===== config.mk =====
export PLATFORM = sky130hd
export DESIGN_NAME = bfhs_stack
export DESIGN_NICKNAME = d
export VERILOG_FILES = /design/src/back_forward_history_stacks_defines.svh /design/src/bfhs_pkg.sv /design/src/bfhs_stack.sv
export SDC_FILE = /design/constraint.sdc
export NUM_CORES = 1
export LEC_CHECK = 0
export BUFFER_PORTS_ARGS = -buffer_cell sky130_fd_sc_hd__buf_4
export CAP_MARGIN = 0
export CORE_MARGIN = 2
export CORE_UTILIZATION = 52
export DETAILED_ROUTE_END_ITERATION = 16
export PLACE_DENSITY = 0.81
export SETUP_SLACK_MARGIN = 0.2
export SYNTH_ARGS = -nofsm -noshare
export SYNTH_HDL_FRONTEND = slang
export SYNTH_SLANG_ARGS = --single-unit

===== constraint.sdc =====
create_clock -name aclk -period 7.5 [get_ports aclk]
set_clock_uncertainty 0.1 [all_clocks]
set_input_delay 0.75 -clock aclk [delete_from_list [all_inputs] [get_ports aclk]]
set_output_delay 0.75 -clock aclk [all_outputs]
set_load 0.01 [all_outputs]

===== src/back_forward_history_stacks_defines.svh =====
// ----------------------------------------------------------------------------
// back/forward history stacks: assertion macros
// shared concurrent check forms, clocked on aclk and off during reset
// ----------------------------------------------------------------------------
`ifndef BACK_FORWARD_HISTORY_STACKS_DEFINES_SVH
`define BACK_FORWARD_HISTORY_STACKS_DEFINES_SVH

// consequent must hold in the same cycle as the antecedent
`define BFHS_ASSERT_SAME(label, ante, cons, msg) \
    label: assert property (@(posedge aclk) disable iff (!aresetn) \
        (ante) |-> (cons)) else $error(msg);

// consequent must hold in the cycle after the antecedent
`define BFHS_ASSERT_NEXT(label, ante, cons, msg) \
    label: assert property (@(posedge aclk) disable iff (!aresetn) \
        (ante) |=> (cons)) else $error(msg);

`endif


===== src/bfhs_pkg.sv =====
// ----------------------------------------------------------------------------
// bfhs_pkg
// types, constants and index helpers for the back/forward history stacks
// ----------------------------------------------------------------------------
package bfhs_pkg;

    localparam int HISTORY_DEPTH = 128;
    localparam int IDX_W = (HISTORY_DEPTH > 1) ? $clog2(HISTORY_DEPTH) : 1;
    localparam int CNT_W = $clog2(HISTORY_DEPTH + 1);
    localparam int SUM_W = IDX_W + 1;
    localparam int ENTRY_W = 64;

    localparam logic [1:0] ACT_VISIT   = 2'd0;
    localparam logic [1:0] ACT_BACK    = 2'd1;
    localparam logic [1:0] ACT_FORWARD = 2'd2;
    localparam logic [1:0] ACT_CLEAR   = 2'd3;

    localparam logic [1:0] STATUS_OK         = 2'd0;
    localparam logic [1:0] STATUS_BACK_EMPTY = 2'd1;
    localparam logic [1:0] STATUS_FWD_EMPTY  = 2'd2;

    typedef struct packed {
        logic [31:0] visit_time;
        logic [31:0] page_id;
    } entry_t;

    typedef struct packed {
        logic push;
        logic pop;
        logic clear;
    } stack_ctl_t;

    typedef struct packed {
        logic [CNT_W-1:0] count;
        logic [CNT_W-1:0] count_next;
        logic [IDX_W-1:0] top_idx;
        logic [IDX_W-1:0] below_idx;
        logic [IDX_W-1:0] push_idx;
    } stack_info_t;

    // fold a sum below twice the depth back into the ring
    function automatic logic [IDX_W-1:0] wrap_idx(input logic [SUM_W-1:0] sum);
        logic [SUM_W-1:0] adj;
        adj = sum - SUM_W'(HISTORY_DEPTH);
        return (sum >= SUM_W'(HISTORY_DEPTH)) ? adj[IDX_W-1:0] : sum[IDX_W-1:0];
    endfunction

    // low eight bits of a count
    function automatic logic [7:0] depth_byte(input logic [CNT_W-1:0] c);
        logic [CNT_W+7:0] ext;
        ext = {8'd0, c};
        return ext[7:0];
    endfunction

endpackage


===== src/bfhs_stack.sv =====
// ----------------------------------------------------------------------------
// bfhs_stack
// head and fill count of one ring stack, with the slot indexes it needs
// ----------------------------------------------------------------------------
module bfhs_stack (
    input  logic                 aclk,
    input  logic                 aresetn,
    input  bfhs_pkg::stack_ctl_t ctl,
    output bfhs_pkg::stack_info_t info
);

    logic [bfhs_pkg::IDX_W-1:0] head_reg;
    logic [bfhs_pkg::IDX_W-1:0] head_next;
    logic [bfhs_pkg::CNT_W-1:0] count_reg;
    logic [bfhs_pkg::CNT_W-1:0] count_next;
    logic [bfhs_pkg::SUM_W-1:0] head_ext;
    logic [bfhs_pkg::SUM_W-1:0] count_ext;
    logic                       full;

    assign head_ext  = bfhs_pkg::SUM_W'(head_reg);
    assign count_ext = bfhs_pkg::SUM_W'(count_reg);
    assign full      = (count_reg == bfhs_pkg::CNT_W'(bfhs_pkg::HISTORY_DEPTH));

    always_comb begin
        head_next  = head_reg;
        count_next = count_reg;
        if (ctl.clear) begin
            head_next  = '0;
            count_next = '0;
        end else if (ctl.push) begin
            // a full ring drops its oldest entry
            if (full) begin
                head_next = bfhs_pkg::wrap_idx(head_ext + bfhs_pkg::SUM_W'(1));
            end else begin
                count_next = count_reg + bfhs_pkg::CNT_W'(1);
            end
        end else if (ctl.pop) begin
            count_next = count_reg - bfhs_pkg::CNT_W'(1);
        end
    end

    always_ff @(posedge aclk) begin
        if (!aresetn) begin
            head_reg  <= '0;
            count_reg <= '0;
        end else begin
            head_reg  <= head_next;
            count_reg <= count_next;
        end
    end

    always_comb begin
        info.count      = count_reg;
        info.count_next = count_next;
        info.top_idx    = bfhs_pkg::wrap_idx(head_ext + count_ext - bfhs_pkg::SUM_W'(1));
        info.below_idx  = bfhs_pkg::wrap_idx(head_ext + count_ext - bfhs_pkg::SUM_W'(2));
        info.push_idx   = full ? head_reg : bfhs_pkg::wrap_idx(head_ext + count_ext);
    end

endmodule


# After elaboration in Yosys (flattened, before gate mapping)
# Cells that the tools add are included.
# op_classes
shift	0
mux	9
add_sub_neg	10
div_mod_pow	0
n_lt_le_gt_ge	4
n_mul	0
bitwise_logic	1
n_eq_ne	1
n_reduce_logical	2
# ops
op	count
7-bit 2-to-1 mux	5
8-bit >= comparator, second input constant	4
8-bit 2-to-1 mux	4
7-bit by 1-bit subtractor with 7-bit output, second input constant	4
8-bit by 1-bit subtractor with 8-bit output, second input constant	2
7-bit by 1-bit adder with 8-bit output, second input constant	1
7-bit by 8-bit adder with 8-bit output	1
8-bit by 1-bit adder with 8-bit output, second input constant	1
8-bit == test, second input constant	1
8-bit by 2-bit subtractor with 8-bit output, second input constant	1
2-bit AND reduction	1
2-bit OR reduction	1
1-bit inverter	1
# word_totals
reg_bits	15
memories	0
latch_bits	0
ramBits	0
input_bits	5
mem_bits_ro	0

# Longest topological paths before layout
# Gate-level depths: netlist of the first run.
# logic_depth
ltp_word	4
ltp_mapped	8
depth_no_buf	7

# Least setup slack after synthesis of the first run
# Ideal clock, no wire load.
# synth_timing
path_kind	register to output
start	reg count_reg, in the netlist count_ext[0]
end	out info[19] (netlist name)
path_stages_with_launch	8
t_arrival_ns	2.415
path_buffers	0
setup_slack_ns	4.235
path_cell_list	dfxtp_1 -> ha_1 -> fa_1 -> xnor2_1 -> ha_1 -> a21boi_0 -> nor3b_1 -> xor2_1
# synth_rtl
element	line_no	source
start, declared	bfhs_stack.sv:14	logic [bfhs_pkg::CNT_W-1:0] count_reg;
start signal, assigned	bfhs_stack.sv:48	count_reg <= count_next;
end, declared	bfhs_stack.sv:9	output bfhs_pkg::stack_info_t info

==> results of run 1 <==
-- routing by layer --
metal	vias to the layer above	track usage, %	share of wire (%)
met1	672	30.4	44
li1	699	-	-
met3	2	4.19	5.0
met5	-	0	0
met2	43	41.0	51
met4	0	7.48	0.48
-- layout make-up --
| type | instances | area [um^2] |
|---|---|---|
| Multi-Input combinational cell | 150 | 1030 |
| Sequential cell | 15 | 300 |
| Fill cell | 226 | 785 |
| Clock inverter | 1 | 5.00 |
| Inverter | 8 | 30.0 |
| Clock buffer | 3 | 22.5 |
| Timing Repair Buffer | 41 | 308 |
| Tap cell | 30 | 37.5 |
-- synthesized netlist by cell type, drive strengths merged (2+ instances only) --
library cell	count
xnor2	12
nor2	25
buf	3
or3b	2
ha	13
a22oi	2
a221oi	2
a21oi	8
nand2	21
nand3	8
dfxtp	15
o21ai	8
nor4	5
inv	8
xor2	13
nor3	5
nand4	3
a21boi	2
or3	2
and2	3
clkbuf	4
nor3b	5
-- logic make-up (layout without fill, tap and decap cells) --
| kind of cell | after synthesis | in the layout | share of synthesized area [%] |
|---|---|---|---|
| AOI/OAI and AO/OA | 27 | 27 | 12.1 |
| xor gates and xnor gates | 25 | 25 | 16.2 |
| adders and majority gates | 14 | 14 | 13.1 |
| buffers and inverters | 15 | 53 | 4.48 |
| DFF | 15 | 15 | 21.5 |
| and+or+nand+nor | 84 | 84 | 32.7 |
-- path summary, 6_finish.rpt --
check / startpoint / to
setup / recovery: count_ext[0] / info[19]
hold reg to reg: head_reg[1] / head_reg[1]
hold / removal: head_reg[1] / head_reg[1]
setup reg to reg: count_ext[1] / count_ext[0]
-- critical path, cell delays in order, from the launching register on --
cell and delay (ps):
dfxtp_1 400, ha_1 260, fa_1 410, xnor2_1 460, ha_1 290, a21boi_0 270, nor3b_1 330, xor2_1 200
buf_4 150
-- power breakdown --
| part | leakage (nW) | internal (W) | switching, W |
|---|---|---|---|
| combinational | 0.657 | 0.0000417 | 0.0000437 |
| sequential | 0.122 | 0.0000816 | 0.00000509 |
| clock | 0.0177 | 0.0000199 | 0.0000293 |
-- per-stage QoR --
stage | hold WS [ps] | instance area (um^2) | std cells | power, W | util, %
floorplan | 387 | 1400 | 180 | 0.000138 | -
global placement | 439 | 1710 | 244 | 0.000172 | 67.8
detailed placement | 463 | 1710 | 244 | 0.000174 | 67.8
CTS | 476 | 1740 | 248 | 0.000223 | 68.9
global route | 505 | 1740 | 248 | 0.000235 | 68.9
finish | 469 | 1740 | 248 | 0.000221 | 68.9
==> impl_metrics.json, run 1 <==
{
  "ys_top_cells_by_area": "dfxtp_1 21%, ha_1 12%, xnor2_1 7.5%, xor2_1 7.5%, nor2_1 6.7%",
  "fmax_mhz": 256,
  "yosysTopAreaCellShare_pct": 21.5,
  "rr_worst_depth": 7,
  "syn_nets": 199,
  "ctsRootBufferMaster": "clkbuf_4",
  "async_flop_share_pct": 0,
  "synth_edf_count": 0,
  "ys_seq_area_share_pct": 21.5,
  "hpwl_um": 2760,
  "die_w_um": 55.8,
  "htreeDepth": 1,
  "critPathLaunchType": "register",
  "p_leak_nw": 0.797,
  "syn_to_final_growth_pct": 24.4,
  "post_cts_buffers": 0,
  "cts_tree": "built",
  "drtPass1Iterations": 4,
  "grt_pass1_vias": 1328,
  "netlist-cell-type-count": 39,
  "hold_viol_final": 0,
  "synth_ff_type": "dfxtp_1",
  "relSlewSlack_pct": 59.7,
  "clock_tree.buffer_depth": 2,
  "ir_drop_v": 0.0000986,
  "crit_type": "register to output port",
  "layout_common_cells": "41 x buf_4, 25 x nor2_1, 21 x nand2_1",
  "worstPathRequired_ps": 6650,
  "critPathArrivalTime_ps": 3060,
  "fin_crit_ps": 3910,
  "avgSynthCellArea_um2": 7.76,
  "viasPerCell": 5.71,
  "antenna_found_initial": 0,
  "clk_latency_ps": 300,
  "postCtsHoldBufs": 0,
  "port_buffers": 41,
  "regToRegSetupSlack_ps": 5450,
  "drt-initial-drc-count": 65,
  "gp_congestion": 0.881,
  "dieArea_um2": 3120,
  "grt_pass1_wl_um": 6070,
  "wl_per_cell_um": 14.2,
  "drive_gt1_share_pct": 23.4,
  "rows": 18,
  "nNetsFinal": 238,
  "worstMarginPinSlew_ps": 602,
  "synthCells": 180,
  "cts_buffers": 3,
  "die_h_um": 55.8,
  "final_common_cell": "buf_4",
  "critPathMaxFanout": 8,
  "yosys.area.top_type": "dfxtp_1",
  "finalSetupTns_ps": 0,
  "diodes": 0,
  "wirelength_um": 3510,
  "hold_path.class": "register to register",
  "timing.final.ws_setup_ps": 3590,
  "largest_register_ffs": 8,
  "grt_max_degree": 17,
  "cts_sinks": 15,
  "initial_core_util_pct": 55.4,
  "powerDensity_nw_per_um2": 127,
  "hold_depth": 2,
  "ant_nets": 0,
  "syn_area_um2": 1400,
  "setup_viol": 0,
  "ios": 42,
  "grtUsageTotal_pct": 23.9,
  "drv_cap": 0,
  "coreArea_um2": 2520,
  "crit_path_end_kind": "output port",
  "num_vias": 1416,
  "drcViolationCount": 0,
  "grt.overflow.total": 0,
  "clk_pin_slew_ps": 90,
  "drv_slew": 0,
  "cts_resized": 0,
  "status": "completed",
  "fin_crit_sh_pct": 52.2,
  "rsz0062_at_grt": "no",
  "ys_seq_elements": 15,
  "ys_warn_count": 0,
  "post-place-ws_ps": 3950
}
(Power assumes the default switching activity.)
==> inputs of run 2 (changes only) <==
--- a/config.mk
+++ b/config.mk
@@ -5,12 +5,13 @@
 export SDC_FILE = /design/constraint.sdc
 export NUM_CORES = 1
 export LEC_CHECK = 0
+export ABC_AREA = 1
 export BUFFER_PORTS_ARGS = -buffer_cell sky130_fd_sc_hd__buf_4
 export CAP_MARGIN = 0
 export CORE_MARGIN = 2
-export CORE_UTILIZATION = 52
+export CORE_UTILIZATION = 48
 export DETAILED_ROUTE_END_ITERATION = 16
-export PLACE_DENSITY = 0.81
+export PLACE_DENSITY = 0.76
 export SETUP_SLACK_MARGIN = 0.2
 export SYNTH_ARGS = -nofsm -noshare
 export SYNTH_HDL_FRONTEND = slang
==> constraint.sdc (replaced) <==
create_clock -name aclk -period 3.15 [get_ports aclk]
set_clock_uncertainty 0.1 [all_clocks]
set_input_delay 0.315 -clock aclk [delete_from_list [all_inputs] [get_ports aclk]]
set_output_delay 0.315 -clock aclk [all_outputs]
set_load 0.01 [all_outputs]
==> run 2 against run 1 <==
Compared with the run above:
- combinational power grew to 2.7 times the previous value
- utilization shrank 7.7 points
- clock power grew 130%
- critical path depth grew 3
- largest power group is now combinational logic
- highest routed layer unchanged
==> impl_metrics.json, run 2 <==
{
  "avgSynthCellArea_um2": 6.07,
  "grtUsageTotal_pct": 20.7,
  "fin_util_pct": 61.2,
  "post_cts_buffers": 0,
  "synth_edf_count": 0,
  "syn_to_final_growth_pct": 24.6,
  "top_layer": "met4",
  "drv_cap": 0,
  "ys_seq_elements": 15,
  "hold_path.class": "input port to register",
  "syn_nets": 285,
  "viasPerCell": 4.96,
  "yosysTopAreaCellShare_pct": 18.6,
  "grt.overflow.total": 0,
  "final_common_cell": "nand2_1",
  "timing.rr.start": "count_ext[0]",
  "coreArea_um2": 3280,
  "ios": 42,
  "fin_crit_ps": 2740,
  "worstPathRequired_ps": 2730,
  "clock_tree.buffer_depth": 2,
  "antenna_found_initial": 0,
  "ir_drop_v": 0.000204,
  "ys_seq_area_share_pct": 18.6,
  "cts_buffers": 3,
  "hpwl_um": 3180,
  "regToRegSetupSlack_ps": 1210,
  "grt_pass1_vias": 1366,
  "num_vias": 1761,
  "relSlewSlack_pct": 74.2,
  "r2r_end": "count_ext[0]",
  "drcViolationCount": 0,
  "cts_tree": "built",
  "gp_congestion": 0.923,
  "wl_met2_um": 1920,
  "layout_common_cells": "76 x nand2_1, 42 x buf_4, 37 x inv_1",
  "die_h_um": 62.0,
  "wl_met3_um": 265,
  "postCtsHoldBufs": 0,
  "largest_register_ffs": 8,
  "drt-initial-drc-count": 73,
  "ys_warn_count": 0,
  "ys_top_cells_by_area": "dfxtp_1 19%, nand2_1 18%, ha_1 10%, inv_1 8.6%, nand3_1 7.8%",
  "wl_per_cell_um": 11.1,
  "port_buffers": 41,
  "met1_length_um": 1750,
  "htreeDepth": 1,
  "async_flop_share_pct": 0,
  "rows": 21,
  "wirelength_um": 3940,
  "clk_latency_ps": 280,
  "synth_most_common_cell": "nand2_1",
  "rsz0062_at_grt": "no",
  "cts_resized": 0,
  "synthCells": 266,
  "hold_end": "count_ext[1]",
  "drtPass1Iterations": 4,
  "syn_area_um2": 1610,
  "hold_ws_ps": 123,
  "fillers": 326,
  "yosys.area.top_type": "dfxtp_1",
  "critPathMaxFanout": 8,
  "hold_depth": 2,
  "powerDensity_nw_per_um2": 271,
  "crit_type": "register to output port",
  "drive_gt1_share_pct": 20.4,
  "status": "completed",
  "hold_viol_final": 0,
  "diodes": 0,
  "grt_max_degree": 16,
  "ant_nets": 0,
  "die_w_um": 62.0,
  "fin_crit_sh_pct": 87.0,
  "p_leak_nw": 1.07,
  "rr_worst_depth": 10,
  "grt_pass1_wl_um": 5980,
  "critPathLaunchType": "register",
  "clk_pin_slew_ps": 90,
  "dieArea_um2": 3840,
  "ctsRootBufferMaster": "clkbuf_4",
  "drv_slew": 0,
  "critPathArrivalTime_ps": 2320,
  "setup_viol": 0,
  "cts_sinks": 15,
  "finalSetupTns_ps": 0,
  "nNetsFinal": 329,
  "crit_path_end_kind": "output port",
  "initial_core_util_pct": 49.1,
  "synthTopCellsByCount": "76 x nand2_1, 37 x inv_1, 28 x nor2_1",
  "fmax_mhz": 365,
  "synth_ff_type": "dfxtp_1",
  "netlist-cell-type-count": 26,
  "hp-start": "ctl[0]",
  "worstMarginPinSlew_ps": 387
}
run 2: cell types whose count changed after synthesis, sizes merged, moves of 4 or more:
cell / before / now
nand2: 21 / 78
nor3b: 5 / 0
xnor2: 12 / 4
nand3: 8 / 28
inv: 8 / 40
o21ai: 8 / 17
nor2: 25 / 30
xor2: 13 / 7
nor4: 5 / 1
clkbuf: 4 / 0
run 2: logic make-up (layout without fill, tap and decap cells):
logic type	count (synthesis)	count (layout)	synth area share [%]
adders and majority gates	14	14	11.3
xor gates and xnor gates	11	11	5.97
buffers and inverters	43	86	10.6
and+or+nand+nor	152	152	43.2
AOI/OAI and AO/OA	31	31	10.3
DFF	15	15	18.6
run 2: through the flow:
| step | total power, W | instances | area, um^2 | setup WS (ps) |
|---|---|---|---|---|
| 5_1_grt | 0.000587 | 355 | 2010 | 233 |
| 6_report | 0.000545 | 355 | 2010 | 411 |
| 4_1_cts | 0.000548 | 355 | 1990 | 200 |
| 3_3_place_gp | 0.000434 | 351 | 1970 | 600 |
| 3_5_place_dp | 0.000435 | 351 | 1970 | 522 |
| 2_1_floorplan | 0.000345 | 266 | 1610 | 659 |
run 2: area by class of cell:
class | instances | area (um^2) | share of cell area [%]
inverter | 40 | 150 | 7.47
clock buffer | 3 | 22.5 | 1.12
timing repair buffer | 42 | 315 | 15.7
multi-input combinational | 208 | 1160 | 57.6
sequential | 15 | 302 | 15.0
clock inverter | 1 | 5.00 | 0.249
tap | 46 | 57.6 | 2.86
run 2: worst max path at each step:
stage	startpoint	endpoint	depth (start not counted)
2_1_floorplan	count_ext[0]	info[19]	9
3_3_place_gp	head_reg[0]	info[19]	10
3_5_place_dp	head_reg[0]	info[19]	10
4_1_cts	head_reg[0]	info[19]	10
5_1_grt	count_ext[1]	info[20]	11
6_report	count_ext[1]	info[20]	11
run 2: per-layer routing:
metal / global-route usage, % / up-vias
met5: 0 / -
met2: 35.0 / 64
met4: 3.65 / 0
met3: 1.66 / 2
li1: - / 941
met1: 29.1 / 754
run 2: critical path, cell delays in order, from the launching register on:
cell and delay, ps:
dfxtp_1 530, fa_2 500, inv_1 150, ha_1 210, inv_1 50, nor2_1 90, nand2_1 80, nor2_1 130
nand2_1 60, nand2_1 60, nand2_1 40, buf_4 130
run 2: where the power goes:
part	internal [W]	leakage, nW	switching, W
logic	0.000104	0.925	0.000123
registers	0.000195	0.122	0.0000108
clock network	0.0000471	0.0177	0.0000658
total	0.000345	1.06	0.000200
==> inputs of run 3 (changes only) <==
==> constraint.sdc (replaced) <==
create_clock -name aclk -period 3.15 [get_ports aclk]
set_clock_uncertainty 0.1 [all_clocks]
set_input_delay 0.63 -clock aclk [delete_from_list [all_inputs] [get_ports aclk]]
set_output_delay 0.63 -clock aclk [all_outputs]
set_load 0.01 [all_outputs]
==> run 3 against run 2 <==
Compared with the run above:
- combinational power increased by 13%
- flip-flop and latch count unchanged
- design area increased by 7.1%
- worst setup slack got worse by 210 ps
- first-iteration DRC count increased by 120%
- final cell count increased by 2.5%
- total power increased by 6.3%
- routed wire length increased by 10%
- global-route usage increased by 1.7 points
- via count increased by 5.6%
- non-clock buffer count increased by 9
- critical endpoint is now info[19]
==> impl_metrics.json, run 3 (synthesis gave the netlist of run 2 again) <==
{
  "ctsRootBufferMaster": "clkbuf_4",
  "clk_pin_slew_ps": 110,
  "gp_congestion": 0.929,
  "viasPerCell": 5.11,
  "fin_total_pwr_w": 0.000580,
  "worstMarginPinSlew_ps": 310,
  "num_vias": 1860,
  "worstPathRequired_ps": 2420,
  "relSlewSlack_pct": 79.3,
  "finalSetupTns_ps": 0,
  "powerDensity_nw_per_um2": 269,
  "fmax_mhz": 339,
  "drtPass1Iterations": 5,
  "multi_input_area_um2": 1220,
  "drt-initial-drc-count": 163,
  "largest_register_ffs": 8,
  "final_common_cell": "nand2_1",
  "drv_cap": 0,
  "die_h_um": 62.0,
  "swShare_pct": 37.6,
  "hold_viol_final": 0,
  "ios": 42,
  "antenna_found_initial": 0,
  "setup_viol": 0,
  "grtUsageTotal_pct": 22.4,
  "crit_path_end_kind": "output port",
  "p_comb_share_pct": 44.1,
  "cts_sinks": 15,
  "cts_buffers": 3,
  "ant_nets": 0,
  "hold_depth": 2,
  "diodes": 0,
  "critPathMaxFanout": 4,
  "grt.overflow.total": 0,
  "fin_crit_ps": 2950,
  "p_leak_nw": 1.11,
  "drv_slew": 0,
  "power.sequential.fraction_pct": 35.4,
  "drcViolationCount": 0,
  "port_buffers": 41,
  "final_cells": 364,
  "switchingPower_w": 0.000218,
  "rows": 21,
  "initial_core_util_pct": 49.1,
  "grt_max_degree": 16,
  "final-seq-area_um2": 309,
  "grt_pass1_vias": 1450,
  "layout_common_cells": "73 x nand2_1, 50 x buf_4, 34 x inv_1",
  "dieArea_um2": 3840,
  "rr_worst_depth": 7,
  "critPathLaunchType": "register",
  "die_w_um": 62.0,
  "ir_drop_v": 0.000215,
  "coreArea_um2": 3280,
  "syn_to_final_growth_pct": 33.4,
  "drive_gt1_share_pct": 28.6,
  "hpwl_um": 3230,
  "crit_type": "register to output port",
  "fin_crit_sh_pct": 93.6,
  "hold_path.class": "input port to register",
  "grt_pass1_wl_um": 6460,
  "cts_tree": "built",
  "status": "completed",
  "dp_cells": 353,
  "clk_latency_ps": 300,
  "nNetsFinal": 338,
  "clock_power_share_pct": 20.4,
  "wl_per_cell_um": 12.0,
  "intPower_w": 0.000362,
  "wirelength_um": 4350,
  "rsz0062_at_grt": "yes",
  "clock_tree.buffer_depth": 2,
  "htreeDepth": 1,
  "fillers": 293,
  "critPathArrivalTime_ps": 2220
}
[run 3: worst max-delay path, cell delays in order, from the launching register on]
cell	delay, ps
dfxtp_2	350
ha_4	170
fa_2	600
inv_4	80
ha_2	190
a21oi_2	190
nand3_1	90
nand2_1	70
nand2_1	50
buf_4	140
[run 3: final timing paths]
check                               endpoint  slack [ps]          from
worst min register to register   head_reg[3]         430   head_reg[3]
worst max register to register   head_reg[2]        1410  count_ext[0]
worst max-delay path                info[19]         200  count_ext[0]
worst min-delay path            count_ext[1]         420        ctl[0]
[run 3: what timing repair did]
item                       4_1_cts  5_1_grt
pin swaps                        2       11
buffers inserted                 3        4
hold buffers                     0        0
setup endpoints to repair        4        9
gates resized for setup         10       21
[run 3: final cells by class]
type | instances | share of cell area (%)
clock buffers | 3 | 1.05
inverters | 40 | 7.09
clock inverters | 1 | 0.232
repair buffers | 51 | 18.0
multi-input cells | 208 | 56.7
flip-flops and latches | 15 | 14.4
well taps | 46 | 2.67
[run 3: metrics by stage]
step | worst slack (ps) | hold WS (ps) | util (%) | area, um^2
floorplan | 344 | 391 | - | 1610
global placement | 391 | 440 | 60.3 | 1980
detailed placement | 315 | 450 | 60.3 | 1980
CTS | 221 | 428 | 62.7 | 2060
global route | 127 | 433 | 65.6 | 2150
finish | 201 | 417 | 65.6 | 2150
[run 3: power by group through the flow]
stage          combinational [W]  clock (W)  sequential (W)
2_1_floorplan           0.000134          0        0.000211
3_3_place_gp            0.000228          0        0.000209
3_5_place_dp            0.000230          0        0.000209
4_1_cts                 0.000237   0.000119        0.000205
5_1_grt                 0.000284   0.000126        0.000207
6_report                0.000256   0.000118        0.000205
[run 3: per-layer routing]
metal | vias to the layer above | GRT usage (%) | wire [um]
met3 | 9 | 1.24 | 319
met4 | 0 | 6.38 | 63
met5 | - | 0 | 0
met1 | 809 | 31.0 | 1880
met2 | 82 | 37.5 | 2090
li1 | 960 | - | -
